==> src/rtl/assert_macros.svh <==
// Assertion helpers used by the back end (lcb_back).
`ifndef ASSERT_MACROS_SVH
`define ASSERT_MACROS_SVH

// A property that must hold at every clock edge outside reset.
`define LCB_ASSERT(lbl, prop, msg) \
  lbl: assert property (@(posedge clk) disable iff (!rst_n) (prop)) else $error(msg);

// A condition that must be followed by another one in the next cycle.
`define LCB_ASSERT_NEXT(lbl, pre, post, msg) \
  lbl: assert property (@(posedge clk) disable iff (!rst_n) (pre) |=> (post)) else $error(msg);

`endif

==> src/rtl/lcb_pkg.sv <==
package lcb_pkg;

  // Default sizes of the block.
  localparam int DEF_MAX_ITEMS   = 64;
  localparam int DEF_MAX_COLUMNS = 8;
  localparam int QUEUE_DEPTH     = 4;

  // Column count after reset.
  localparam logic [3:0] COLUMN_COUNT_RESET = 4'd2;

  // One input item.
  typedef struct packed {
    logic       group_root;
    logic [5:0] child_count;
    logic       last_item;
  } in_item_t;

  // One result item.
  typedef struct packed {
    logic [5:0] source_index;
    logic [2:0] column;
    logic [5:0] row;
    logic [5:0] new_index;
    logic [6:0] column_height;
    logic [6:0] tallest_column;
    logic       last_result;
  } out_item_t;

  // A finished block as handed from the front end to the back end.
  // A size of zero carries only the end-of-list mark.
  typedef struct packed {
    logic [5:0] start;
    logic [6:0] size;
    logic       last;
  } blk_rec_t;

  // Back-end sequencer states.
  typedef enum logic [3:0] {
    ST_LOAD,
    ST_SETUP,
    ST_A_RD,
    ST_A_CHK,
    ST_A_MIN,
    ST_T_SCAN,
    ST_E_RD,
    ST_E_CHK,
    ST_E_OUT
  } back_state_t;

endpackage

==> src/rtl/lcb_queue.sv <==
module lcb_queue #(
  parameter int DEPTH = 4
) (
  input  logic              clk,
  input  logic              rst_n,
  input  logic              push,
  input  lcb_pkg::blk_rec_t push_data,
  output logic              full,
  input  logic              pop,
  output lcb_pkg::blk_rec_t pop_data,
  output logic              empty
);
  import lcb_pkg::*;

  localparam int PW = (DEPTH > 1) ? $clog2(DEPTH) : 1;
  localparam int NW = $clog2(DEPTH + 1);

  blk_rec_t        slot_r [DEPTH];
  logic [PW-1:0]   head_r, head_nxt;
  logic [PW-1:0]   tail_r, tail_nxt;
  logic [NW-1:0]   count_r, count_nxt;

  assign full     = (count_r == NW'(DEPTH));
  assign empty    = (count_r == '0);
  assign pop_data = slot_r[head_r];

  // Pointer and fill count update.
  always_comb begin
    head_nxt  = head_r;
    tail_nxt  = tail_r;
    count_nxt = count_r;
    if (push) begin
      tail_nxt = (tail_r == PW'(DEPTH - 1)) ? '0 : PW'(tail_r + 1'b1);
    end
    if (pop) begin
      head_nxt = (head_r == PW'(DEPTH - 1)) ? '0 : PW'(head_r + 1'b1);
    end
    if (push && !pop) begin
      count_nxt = NW'(count_r + 1'b1);
    end else if (pop && !push) begin
      count_nxt = NW'(count_r - 1'b1);
    end
  end

  always_ff @(posedge clk) begin
    if (!rst_n) begin
      head_r  <= '0;
      tail_r  <= '0;
      count_r <= '0;
    end else begin
      head_r  <= head_nxt;
      tail_r  <= tail_nxt;
      count_r <= count_nxt;
    end
  end

  // Storage needs no reset.
  always_ff @(posedge clk) begin
    if (push) begin
      slot_r[tail_r] <= push_data;
    end
  end

endmodule

==> src/rtl/lcb_front.sv <==
module lcb_front #(
  parameter int MAX_ITEMS = 64
) (
  input  logic              clk,
  input  logic              rst_n,
  input  logic              in_valid,
  output logic              in_stall,
  input  lcb_pkg::in_item_t in_data,
  output logic              q_push,
  output lcb_pkg::blk_rec_t q_data,
  input  logic              q_full
);
  import lcb_pkg::*;

  localparam int IW = $clog2(MAX_ITEMS);
  localparam int CW = $clog2(MAX_ITEMS + 1);

  logic [CW-1:0] item_cnt_r, item_cnt_nxt;
  logic [5:0]    pend_r, pend_nxt;
  logic [IW-1:0] cur_start_r, cur_start_nxt;
  logic [CW-1:0] cur_size_r, cur_size_nxt;
  logic          accept;
  logic          room;

  assign in_stall = q_full;
  assign accept   = in_valid && !q_full;
  assign room     = (item_cnt_r < CW'(MAX_ITEMS));

  // Group items into blocks; a block is pushed once it is complete,
  // or clipped when the list ends.
  always_comb begin
    item_cnt_nxt  = item_cnt_r;
    pend_nxt      = pend_r;
    cur_start_nxt = cur_start_r;
    cur_size_nxt  = cur_size_r;
    q_push        = 1'b0;
    q_data.start  = 6'(cur_start_r);
    q_data.size   = 7'(cur_size_r);
    q_data.last   = in_data.last_item;
    if (accept) begin
      if (room) begin
        if (pend_r != '0) begin
          // A child extends the open block.
          cur_size_nxt = CW'(cur_size_r + 1'b1);
          pend_nxt     = pend_r - 6'd1;
          q_data.size  = 7'(cur_size_nxt);
          q_push       = (pend_r == 6'd1) || in_data.last_item;
        end else begin
          // This item opens a new block.
          cur_start_nxt = IW'(item_cnt_r);
          cur_size_nxt  = CW'(1);
          q_data.start  = 6'(item_cnt_r);
          q_data.size   = 7'd1;
          if (in_data.group_root && (in_data.child_count != '0) && !in_data.last_item) begin
            pend_nxt = in_data.child_count;
          end else begin
            q_push = 1'b1;
          end
        end
        item_cnt_nxt = CW'(item_cnt_r + 1'b1);
      end else if (in_data.last_item) begin
        // The list is full: flush an open block or just mark the end.
        q_push      = 1'b1;
        q_data.size = (pend_r != '0) ? 7'(cur_size_r) : 7'd0;
      end
      if (in_data.last_item) begin
        item_cnt_nxt = '0;
        pend_nxt     = '0;
      end
    end
  end

  always_ff @(posedge clk) begin
    if (!rst_n) begin
      item_cnt_r <= '0;
      pend_r     <= '0;
    end else begin
      item_cnt_r <= item_cnt_nxt;
      pend_r     <= pend_nxt;
    end
  end

  always_ff @(posedge clk) begin
    cur_start_r <= cur_start_nxt;
    cur_size_r  <= cur_size_nxt;
  end

endmodule

==> src/rtl/lcb_back.sv <==
module lcb_back #(
  parameter int MAX_ITEMS   = 64,
  parameter int MAX_COLUMNS = 8
) (
  input  logic               clk,
  input  logic               rst_n,
  input  logic [3:0]         column_count,
  input  lcb_pkg::blk_rec_t  q_data,
  input  logic               q_empty,
  output logic               q_pop,
  output logic               out_valid,
  input  logic               out_stall,
  output lcb_pkg::out_item_t out_data
);
  import lcb_pkg::*;
  `include "assert_macros.svh"

  localparam int IW   = $clog2(MAX_ITEMS);
  localparam int CW   = $clog2(MAX_ITEMS + 1);
  localparam int COLW = (MAX_COLUMNS > 1) ? $clog2(MAX_COLUMNS) : 1;
  localparam int NCW  = $clog2(MAX_COLUMNS + 1);

  back_state_t   state_r, state_nxt;
  logic [CW-1:0] bt_r, bt_nxt;
  logic [CW-1:0] total_r, total_nxt;
  logic [CW-1:0] max_r, max_nxt;
  logic [CW-1:0] s_r, s_nxt;
  logic [IW-1:0] b_r, b_nxt;
  logic [NCW-1:0] c_r, c_nxt;
  logic [COLW-1:0] best_r, best_nxt;
  logic [CW-1:0] j_r, j_nxt;
  logic [CW-1:0] row_r, row_nxt;
  logic [CW-1:0] emit_r, emit_nxt;
  logic [CW-1:0] tall_r, tall_nxt;
  logic [CW-1:0] fill_r [MAX_COLUMNS];
  logic [CW-1:0] fill_nxt [MAX_COLUMNS];

  // Block store.
  logic [IW-1:0]   start_mem [MAX_ITEMS];
  logic [CW-1:0]   size_mem  [MAX_ITEMS];
  logic [COLW-1:0] col_mem   [MAX_ITEMS];
  logic [IW-1:0]   rd_start_r;
  logic [CW-1:0]   rd_size_r;
  logic [COLW-1:0] rd_col_r;
  logic            ld_we;
  logic            col_we;

  logic [NCW-1:0] ncols;
  logic           blk_last, col_last, min_done, hit_a, hit_e, j_end, out_fire;
  logic [COLW-1:0] c_idx;

  // Column count in use: zero acts as one, large values saturate.
  always_comb begin
    if (column_count == '0) begin
      ncols = NCW'(1);
    end else if (32'(column_count) > MAX_COLUMNS) begin
      ncols = NCW'(MAX_COLUMNS);
    end else begin
      ncols = NCW'(column_count);
    end
  end

  assign c_idx    = c_r[COLW-1:0];
  assign q_pop    = (state_r == ST_LOAD) && !q_empty;
  assign ld_we    = q_pop && (q_data.size != '0);
  assign col_we   = (state_r == ST_A_MIN) && min_done;
  assign blk_last = (b_r == IW'(bt_r - 1'b1));
  assign col_last = (c_r == NCW'(ncols - 1'b1));
  assign min_done = (c_r >= ncols);
  assign hit_a    = (rd_size_r == s_r);
  assign hit_e    = (rd_col_r == c_idx);
  assign j_end    = (CW'(j_r + 1'b1) == rd_size_r);
  assign out_fire = out_valid && !out_stall;

  // Next state.
  always_comb begin
    state_nxt = state_r;
    unique case (state_r)
      ST_LOAD: begin
        if (q_pop && q_data.last) state_nxt = ST_SETUP;
      end
      ST_SETUP: begin
        state_nxt = (bt_r == '0) ? ST_LOAD : ST_A_RD;
      end
      ST_A_RD: begin
        state_nxt = ST_A_CHK;
      end
      ST_A_CHK: begin
        if (hit_a) begin
          state_nxt = ST_A_MIN;
        end else begin
          state_nxt = (blk_last && (s_r == CW'(1))) ? ST_T_SCAN : ST_A_RD;
        end
      end
      ST_A_MIN: begin
        if (min_done) begin
          state_nxt = (blk_last && (s_r == CW'(1))) ? ST_T_SCAN : ST_A_RD;
        end
      end
      ST_T_SCAN: begin
        if (min_done) state_nxt = ST_E_RD;
      end
      ST_E_RD: begin
        state_nxt = ST_E_CHK;
      end
      ST_E_CHK: begin
        if (hit_e) begin
          state_nxt = ST_E_OUT;
        end else begin
          state_nxt = (blk_last && col_last) ? ST_LOAD : ST_E_RD;
        end
      end
      ST_E_OUT: begin
        if (out_fire && j_end) begin
          state_nxt = (blk_last && col_last) ? ST_LOAD : ST_E_RD;
        end
      end
      default: state_nxt = ST_LOAD;
    endcase
  end

  // Counters, column fills and sort/assign/emit bookkeeping.
  always_comb begin
    bt_nxt    = bt_r;
    total_nxt = total_r;
    max_nxt   = max_r;
    s_nxt     = s_r;
    b_nxt     = b_r;
    c_nxt     = c_r;
    best_nxt  = best_r;
    j_nxt     = j_r;
    row_nxt   = row_r;
    emit_nxt  = emit_r;
    tall_nxt  = tall_r;
    fill_nxt  = fill_r;
    unique case (state_r)
      ST_LOAD: begin
        if (ld_we) begin
          bt_nxt    = CW'(bt_r + 1'b1);
          total_nxt = CW'(total_r + CW'(q_data.size));
          if (CW'(q_data.size) > max_r) max_nxt = CW'(q_data.size);
        end
      end
      ST_SETUP: begin
        // Sizes are visited from the largest down, blocks in list order.
        s_nxt = max_r;
        b_nxt = '0;
        for (int k = 0; k < MAX_COLUMNS; k++) fill_nxt[k] = '0;
      end
      ST_A_RD: begin
      end
      ST_A_CHK: begin
        if (hit_a) begin
          c_nxt    = NCW'(1);
          best_nxt = '0;
        end else if (blk_last) begin
          b_nxt = '0;
          s_nxt = CW'(s_r - 1'b1);
          c_nxt = '0;
          tall_nxt = '0;
        end else begin
          b_nxt = IW'(b_r + 1'b1);
        end
      end
      ST_A_MIN: begin
        // Search the shortest column, lowest index on ties.
        if (!min_done) begin
          if (fill_r[c_idx] < fill_r[best_r]) best_nxt = c_idx;
          c_nxt = NCW'(c_r + 1'b1);
        end else begin
          fill_nxt[best_r] = CW'(fill_r[best_r] + s_r);
          if (blk_last) begin
            b_nxt    = '0;
            s_nxt    = CW'(s_r - 1'b1);
            c_nxt    = '0;
            tall_nxt = '0;
          end else begin
            b_nxt = IW'(b_r + 1'b1);
          end
        end
      end
      ST_T_SCAN: begin
        // Tallest column, then start the emit pass.
        if (!min_done) begin
          if (fill_r[c_idx] > tall_r) tall_nxt = fill_r[c_idx];
          c_nxt = NCW'(c_r + 1'b1);
        end else begin
          c_nxt    = '0;
          b_nxt    = '0;
          row_nxt  = '0;
          emit_nxt = '0;
        end
      end
      ST_E_RD: begin
      end
      ST_E_CHK: begin
        if (hit_e) begin
          j_nxt = '0;
        end else if (blk_last) begin
          b_nxt   = '0;
          row_nxt = '0;
          c_nxt   = NCW'(c_r + 1'b1);
        end else begin
          b_nxt = IW'(b_r + 1'b1);
        end
      end
      ST_E_OUT: begin
        if (out_fire) begin
          j_nxt    = CW'(j_r + 1'b1);
          row_nxt  = CW'(row_r + 1'b1);
          emit_nxt = CW'(emit_r + 1'b1);
          if (j_end) begin
            if (blk_last) begin
              b_nxt   = '0;
              row_nxt = '0;
              c_nxt   = NCW'(c_r + 1'b1);
            end else begin
              b_nxt = IW'(b_r + 1'b1);
            end
          end
        end
      end
      default: begin
      end
    endcase
    // The list is emptied once the layout has been delivered.
    if ((state_r != ST_LOAD) && (state_nxt == ST_LOAD)) begin
      bt_nxt    = '0;
      total_nxt = '0;
      max_nxt   = '0;
    end
  end

  always_ff @(posedge clk) begin
    if (!rst_n) begin
      state_r <= ST_LOAD;
      bt_r    <= '0;
      total_r <= '0;
      max_r   <= '0;
      for (int k = 0; k < MAX_COLUMNS; k++) fill_r[k] <= '0;
    end else begin
      state_r <= state_nxt;
      bt_r    <= bt_nxt;
      total_r <= total_nxt;
      max_r   <= max_nxt;
      fill_r  <= fill_nxt;
    end
  end

  always_ff @(posedge clk) begin
    s_r    <= s_nxt;
    b_r    <= b_nxt;
    c_r    <= c_nxt;
    best_r <= best_nxt;
    j_r    <= j_nxt;
    row_r  <= row_nxt;
    emit_r <= emit_nxt;
    tall_r <= tall_nxt;
  end

  // Block store writes and registered reads at the current block.
  always_ff @(posedge clk) begin
    if (ld_we) begin
      start_mem[bt_r[IW-1:0]] <= IW'(q_data.start);
      size_mem[bt_r[IW-1:0]]  <= CW'(q_data.size);
    end
    if (col_we) begin
      col_mem[b_r] <= best_r;
    end
    rd_start_r <= start_mem[b_r];
    rd_size_r  <= size_mem[b_r];
    rd_col_r   <= col_mem[b_r];
  end

  // Result item, held while the receiver stalls.
  assign out_valid               = (state_r == ST_E_OUT);
  assign out_data.source_index   = 6'(CW'(rd_start_r) + j_r);
  assign out_data.column         = 3'(c_r);
  assign out_data.row            = 6'(row_r);
  assign out_data.new_index      = 6'(emit_r);
  assign out_data.column_height  = 7'(fill_r[c_idx]);
  assign out_data.tallest_column = 7'(tall_r);
  assign out_data.last_result    = (CW'(emit_r + 1'b1) == total_r);

  `LCB_ASSERT(a_bt_bound, bt_r <= CW'(MAX_ITEMS), "block count above list capacity")
  `LCB_ASSERT(a_best_range, (state_r != ST_A_MIN) || (NCW'(best_r) < ncols), "best column out of range")
  `LCB_ASSERT(a_emit_bound, (state_r != ST_E_OUT) || (emit_r < total_r), "more results than items")
  `LCB_ASSERT_NEXT(a_setup_clear, state_r == ST_SETUP, fill_r[0] == '0, "column fill not cleared")

endmodule

==> src/rtl/lpt_column_balancer.sv <==
// Items load at one per cycle while the block queue is not full; a finished block is queued
// at the edge accepting its last item. After the last item, assign walks sizes from the largest
// down through the single block-store read port, with a serial shortest-column search per block
// placed; the tallest column scan follows. Emit reads each block per column scanned and sends
// its result items, pausing while the receiver stalls. Synchronous active-low reset empties the
// list, clears column heights and sets two columns; the block store itself is not cleared.
module lpt_column_balancer #(
  parameter int MAX_ITEMS   = lcb_pkg::DEF_MAX_ITEMS,
  parameter int MAX_COLUMNS = lcb_pkg::DEF_MAX_COLUMNS
) (
  input  logic               clk,
  input  logic               rst_n,
  input  logic               in_valid,
  output logic               in_stall,
  input  lcb_pkg::in_item_t  in_data,
  output logic               out_valid,
  input  logic               out_stall,
  output lcb_pkg::out_item_t out_data,
  input  logic               cfg_valid,
  output logic               cfg_ready,
  input  logic [3:0]         cfg_data
);
  import lcb_pkg::*;

  logic [3:0] column_count_r;
  logic       q_push, q_pop, q_full, q_empty;
  blk_rec_t   q_wdata, q_rdata;

  // Column count register; writes are always taken.
  assign cfg_ready = 1'b1;

  always_ff @(posedge clk) begin
    if (!rst_n) begin
      column_count_r <= COLUMN_COUNT_RESET;
    end else if (cfg_valid && cfg_ready) begin
      column_count_r <= cfg_data;
    end
  end

  lcb_front #(
    .MAX_ITEMS (MAX_ITEMS)
  ) u_front (
    .clk      (clk),
    .rst_n    (rst_n),
    .in_valid (in_valid),
    .in_stall (in_stall),
    .in_data  (in_data),
    .q_push   (q_push),
    .q_data   (q_wdata),
    .q_full   (q_full)
  );

  lcb_queue #(
    .DEPTH (QUEUE_DEPTH)
  ) u_queue (
    .clk       (clk),
    .rst_n     (rst_n),
    .push      (q_push),
    .push_data (q_wdata),
    .full      (q_full),
    .pop       (q_pop),
    .pop_data  (q_rdata),
    .empty     (q_empty)
  );

  lcb_back #(
    .MAX_ITEMS   (MAX_ITEMS),
    .MAX_COLUMNS (MAX_COLUMNS)
  ) u_back (
    .clk          (clk),
    .rst_n        (rst_n),
    .column_count (column_count_r),
    .q_data       (q_rdata),
    .q_empty      (q_empty),
    .q_pop        (q_pop),
    .out_valid    (out_valid),
    .out_stall    (out_stall),
    .out_data     (out_data)
  );

endmodule

==> config.mk <==
export PLATFORM = sky130hd
export DESIGN_NAME = lpt_column_balancer
export DESIGN_NICKNAME = d
export VERILOG_FILES = /design/src/rtl/lcb_pkg.sv /design/src/rtl/lcb_queue.sv /design/src/rtl/lcb_front.sv /design/src/rtl/lcb_back.sv /design/src/rtl/lpt_column_balancer.sv
export VERILOG_INCLUDE_DIRS = /design/src /design/src/rtl
export SDC_FILE = /design/constraint.sdc
export NUM_CORES = 2
export LEC_CHECK = 0
export ABC_CLOCK_PERIOD_IN_PS = 5100
export BUFFER_PORTS_ARGS = -buffer_cell sky130_fd_sc_hd__buf_2
export CORE_ASPECT_RATIO = 0.75
export CORE_MARGIN = 4
export CORE_UTILIZATION = 30
export DETAILED_ROUTE_END_ITERATION = 7
export GPL_ROUTABILITY_DRIVEN = 0
export MAX_ROUTING_LAYER = met4
export PLACE_DENSITY = 0.45
export RECOVER_POWER = 25
export SKIP_LAST_GASP = 1
export SLEW_MARGIN = 20
export SYNTH_ARGS = -nofsm -noshare
export SYNTH_HDL_FRONTEND = slang
export SYNTH_SLANG_ARGS = --single-unit
==> constraint.sdc <==
create_clock -name clk -period 5.1 [get_ports clk]
set_input_delay 1.02 -clock clk [delete_from_list [all_inputs] [get_ports clk]]
set_output_delay 1.02 -clock clk [all_outputs]
set_load 0.05 [all_outputs]
## Word-level counts from Yosys, hierarchy flattened

Memories as Yosys holds them, arrays and structs flattened. A register that Yosys moved wholly into a read port is not among the register bits.
Index checks and enable logic that the tools add are counted.
W data, S select, Z words.

| operators by class | value |
|---|---|
| equal/unequal tests | 32 |
| bitwise logic cells | 3 |
| mux-type cells | 96 |
| reductions and logical operators | 58 |
| $lt $le $gt $ge | 9 |
| $add $sub $neg | 19 |

Operators with widths:

| cell | count |
|---|---|
| $mux W7 | 28 |
| $pmux W56 S2 | 1 |
| $mux W6 | 13 |
| $mux W4 | 16 |
| $pmux W7 S3 | 3 |
| $bwmux W56 | 1 |
| $mux W56 | 1 |
| $add A7 B1 Y7 const B | 6 |
| $bmux W7 S3 | 2 |
| $pmux W4 S9 | 1 |
| $pmux W6 S6 | 1 |
| $pmux W7 S2 | 2 |
| $demux W7 S3 | 1 |
| $eq A7 B7 Y1 | 3 |
| $mux W3 | 7 |
| $pmux W4 S5 | 1 |
| $reduce_bool A6 Y1 | 3 |
| $eq A4 B3 Y1 const B | 4 |
| $logic_and A1 B1 Y1 | 15 |
| $reduce_and A3 Y1 | 5 |
| $add A7 B7 Y7 | 2 |
| $gt A7 B7 Y1 | 2 |
| $ne A2 B2 Y1 const B | 7 |
| $mux W13 | 1 |
| 46 further kinds | 91 |

| word-level totals | value |
|---|---|
| bits of input ports | 17 |
| RAM bits | 1080 |
| memories | 4 |
| output and inout port bits | 39 |
| word-level logic and storage cells | 249 |
| flip-flop bits (word level) | 166 |

Memory list:

| name | depth | bits a word | read ports | clocked after memory_dff | wr ports | RTL line | RTL |
|---|---|---|---|---|---|---|---|
| u_back.size_mem | 64 | 7 | 1 | 1 | 1 | lcb_back.sv:40 | `logic [CW-1:0] size_mem [MAX_ITEMS];` |
| u_back.start_mem | 64 | 6 | 1 | 1 | 1 | lcb_back.sv:39 | `logic [IW-1:0] start_mem [MAX_ITEMS];` |
| u_back.col_mem | 64 | 3 | 1 | 1 | 1 | lcb_back.sv:41 | `logic [COLW-1:0] col_mem [MAX_ITEMS];` |
| u_queue.slot_r | 4 | 14 | 1 | 1 | 1 | lcb_queue.sv:18 | `blk_rec_t slot_r [DEPTH];` |

## Logic depth before layout (Yosys ltp)

| depth | value |
|---|---|
| depth in word-level cells | 12 |
| depth in mapped cells | 17 |
| mapped depth without buffers | 14 |

## Hierarchy

A second synthesis with hierarchy kept.

| unflattened totals | value |
|---|---|
| cell total of the unflattened synthesis | 3439 |
| area, all modules | 52978.3 µm² |

By module, submodules not included:

| module | area each (µm²) | instances | sequential area each (µm²) | cells each |
|---|---|---|---|---|
| lcb_back | 48696.7 | 1 | 34102.7 | 3138 |
| lcb_queue | 2504.9 | 1 | 1861.8 | 117 |
| lcb_front | 1617.8 | 1 | 650.6 | 169 |
| lpt_column_balancer | 158.9 | 1 | 80.1 | 15 |

## Worst setup path before layout

No wires, ideal clock.

| timing | value |
|---|---|
| kind | register to register |
| from | register u_back.best_r[1] |
| to | register u_back.best_r[0] (enable) |
| required time | 4803 ps |
| cell stages (with the launch flop) | 15 |
| buffers on the path | 3 |
| library setup time | 297 ps |
| arrival time | 3969 ps |
| clock period less this slack | 4266 ps |
| path slack | 834 ps |
| cells stage by stage | edfxtp_1 -> clkbuf_1 -> clkbuf_1 -> clkbuf_1 -> nor2_1 -> a22oi_1 -> nor2_1 -> a211oi_1 -> ha_1 -> a21o_1 -> a21o_1 -> a2111oi_0 -> nand2_1 -> nand2_1 -> a31o_2 |

| on the way | value |
|---|---|
| cells in the longest elaborated chain, start to end | 7 |

RTL lines:

| element | RTL line | RTL |
|---|---|---|
| from (decl) | lcb_back.sv:30 | `logic [COLW-1:0] best_r, best_nxt;` |
| from (signal assigned) | lcb_back.sv:254 | `best_r <= best_nxt;` |
| $not A3 Y4 (not written as such) | lcb_back.sv:168 | `if (fill_r[c_idx] < fill_r[best_r]) best_nxt = c_idx;` |
| $bmux W7 S3 | lcb_back.sv:168 |  |
| $mux W7 (not written as such) (2 in a row) | lcb_back.sv:168 |  |
| $lt A7 B7 Y1 | lcb_back.sv:168 |  |
| $ne A2 B2 Y1 (no line) | n/a |  |
| $reduce_and A4 Y1 (no line) | n/a |  |

No other way between the ends. The select of a mux whose other input is x is not followed.
A chain may end at the register's enable or synchronous reset.

==> metrics.csv <==
stage,metric,value,unit
outcome,outcome,"complete, but fails checks",
outcome,failing checks,"capacitance limit, slew limit",
timing,Worst-Margin Slew,3.34,ns
timing,Final Slew Violations,568,
clocking,clk root buf,clkbuf_16,
synthesis,Post-synth ARST share,0,%
synthesis,Area contributors post-synth,"edfxtp_1 68%, a22oi_1 5.0%, dfxtp_1 4.9%",
worst_setup_path,CP Buf/Inv Count,2,
synthesis,Post-Syn Instances,3312,
cells_and_area,nets@finish,3530,
detailed_routing,vias,30500,
die,die width,481,um
clocking,CTS Buf Count,119,
timing,Tcrit/Tclk final,86.6,%
run,Max Cap Viol,9,
grt,largest net degree at the start of global routing,69,
die,Initial Utilization,30.4,%
power_and_ir_drop,clock network power share,30.1,%
synthesis,synthesized flop and latch total,1263,
clocking,H-tree levels,3,
die,Die Ht,363,um
worst_setup_path,CP peak stage delay,0.92,ns
synthesis,Mapped Area,0.0503,mm^2
synthesis,Synth cell types,71,
clocking,post-CTS setup buffer count,0,
timing,Final Setup Violations,0,
detailed_routing,1st-iter DRT viols,3152,
worst_setup_path,critical path launch point type,register,
detailed_routing,DRT antenna net count,0,
worst_setup_path,WS Path Type,reg2reg,
power_and_ir_drop,peak supply drop,0.388,mV
grt,first-pass GRT wire length,221000,um
synthesis,post-synthesis sequential area ratio,72.9,%
synthesis,largest area contributor in the netlist,edfxtp_1,
die,Die ar.,0.174,mm^2
detailed_routing,DRT Pass-1 Iters,5,
cells_and_area,area delta synth->final,15.0,%
worst_setup_path,worst path required time,5.74,ns
power_and_ir_drop,switching power,9.60,mW
timing,Max Fclk,226,MHz
power_and_ir_drop,P per Cell Area,511,mW/mm^2
power_and_ir_drop,Seq pwr share,45.3,%
die,I/O pin count,56,
worst_setup_path,Crit. End Element,register,
die,placeable core region,0.166,mm^2
grt,number of antenna violations at the first check in global routing,6,
power_and_ir_drop,Comb power frac,24.6,%
timing,Worst Skew,0.0474,ns
grt,number of global-route vias before repair,29400,
timing,unrepaired setup endpoints after global routing,no,
timing,Setup TNS,0,ns
timing,Tmin final,4.42,ns
detailed_routing,DRT Wirelength,154000,um
worst_setup_path,CP max-delay cell,clkbuf_2,
hold_path,Hold Path Class,reg2reg,
worst_setup_path,Crit Path Max Fanout,67,
synthesis,area share of the largest cell type after synthesis,68.0,%
synthesis,Mapped Nets,3394,
die,# rows,129,
power_and_ir_drop,sw frac,32.4,%
clocking,clock sink count,1263,
worst_setup_path,crit path DAT,5.06,ns
clocking,CTS tree,yes,
place,Inst Count DP,5554,
power_and_ir_drop,Int Power,20.0,mW
grt,all-layer global routing usage,17.8,%
clocking,"Hold-fix buffers, CTS",0,
worst_setup_path,critical path's top delay family,buffers and inverters,
timing,slew margin rel.,-122,%
place,Detailed Place HPWL,95400,um
detailed_routing,wire per inst,26.7,um
power_and_ir_drop,Leak,17.6,nW
detailed_routing,drt via density,5.28,
clocking,"CTS clk-pin slew, worst paths",0.06,ns
timing,Final Hold Fails,0,
synthesis,Synthesis Warnings,0,
clocking,# resized after CTS,0,
synthesis,Post-synth EDFFs,1140,
synthesis,mean area per synthesized cell,15.2,um^2
synthesis,ys flop type,edfxtp_1,
worst_setup_path,crit path cell chain,"clkbuf_1, mux4_2, clkbuf_2, ha_1, o21a_1, o21ai_0, a211oi_4, mux2i_1, a211oi_1",
cells_and_area,layout cell share with drive strength beyond 1,13.0,%
grt,gr ovfl total,0,
clocking,clk buf depth,3,
cells_and_area,Finished Layout Cells,5774,
place,Port-buffer cells,54,
detailed_routing,DRC errors left,0,
clocking,worst skew pair latency,0.76,ns
## layout make-up
type	instances	area (um^2)
antenna	4	10.0
inverter	63	236
sequential	1263	36700
clock buffer	152	3150
multi-input combinational	1780	12700
timing repair buffer	221	1620
clock inverter	64	684
tap	2227	2790
fill	15900	108000
## tightest hold or removal path: stages, from the launching register on
cell,delay [ns]
dfxtp_1,0.33
nand2_1,0.06
a21boi_0,0.07
## synth_stat cells (all sizes together), types with 5 or more instances
library cell,count
nor2b,71
o21ai,59
a221oi,117
dfxtp,123
o21a,12
nor2,232
o211ai,7
mux2,8
ha,61
nand2,137
or3,10
and3,12
buf,61
or2,11
nor3b,7
o22ai,5
nand3,39
nand2b,17
nand4,25
mux4,32
inv,62
xnor2,50
a21oi,72
a21o,10
xor2,33
and2,21
a31oi,114
clkbuf,145
a22oi,336
a211oi,22
mux2i,23
a22o,116
o2bb2ai,7
nor4,32
nor3,29
edfxtp,1140
a21boi,9
## final timing paths
check	from	end	slack [ns]	depth (start not counted)
worst max-delay path	register	u_back.max_r[5]	0.68	9
worst min-delay path	u_back.fill_r[17]	u_back.fill_r[17]	0.51	2
worst max register to register	register	u_back.max_r[5]	0.68	9
worst min register to register	u_back.fill_r[17]	u_back.fill_r[17]	0.51	2
## sequential cells by signal, indices dropped and copies added, names as in the netlist, 56 cells and up, named ones only
register / cells
u_back.col_mem: 192
u_back.start_mem: 384
u_back.size_mem: 448
u_back.fill_r: 56
u_queue.slot_r: 56
## layer usage
metal,up-vias,GRT usage [%],wire length [um]
met2,932,24.5,65800
li1,13500,-,-
met4,0,3.61,2880
met3,187,4.02,10200
met5,-,-,0
met1,15900,26.7,75400
## kinds of logic (layout without fill, tap and decap cells)
kind of cell,count (synthesis),after routing,synth area share [%]
other,1,5,0.00745
and+or+nand+nor,656,656,6.25
adders and majority gates,65,65,1.68
DFF,1263,1263,72.9
AOI/OAI and AO/OA,908,908,13.4
buffers and inverters,269,500,2.13
xor gates and xnor gates,87,87,1.62
muxes,63,63,2.07
## cells in the final DEF, fill, tap and decap left out, types with 10 or more instances in the layout
cell type	instances
a211oi_1	17
a21o_1	10
a21oi_1	71
a221oi_1	117
a22o_1	116
a22oi_1	336
a31oi_1	113
and2_1	18
and3_1	11
buf_12	12
buf_2	52
buf_4	141
bufinv_16	11
clkbuf_1	41
clkbuf_16	120
clkinv_1	22
clkinv_2	21
dfxtp_1	123
edfxtp_1	1140
ha_1	61
inv_1	62
mux2i_1	23
mux4_2	32
nand2_1	136
nand2b_1	17
nand3_1	39
nand4_1	25
nor2_1	230
nor2b_1	71
nor3_1	24
nor4_1	28
o21a_1	12
o21ai_0	53
or2_2	10
or3_1	10
xnor2_1	50
xor2_1	33
## power groups by stage
stage               Combinational, mW  Sequential (mW)  Clock (mW)
finish                           7.27             13.4        8.91
global route                     7.80             13.5        9.60
CTS                              7.35             13.3        9.12
detailed placement               7.33             13.6           0
global placement                 7.31             13.6           0
floorplan                        4.18             13.4           0
## through the flow
step                cell area (um^2)  total power, mW  util, %  hold slack [ns]  worst slack [ns]
floorplan                      50300             17.6        -            0.448             0.834
global placement               54000             20.9     32.6            0.494              1.21
detailed placement             54100             20.9     32.6            0.496              1.13
CTS                            57900             29.8     34.9            0.472             0.836
finish                         57900             29.6     34.9            0.505             0.685
global route                   57900             30.9     34.9            0.531             0.381
Power figures use the tool's default switching activity.
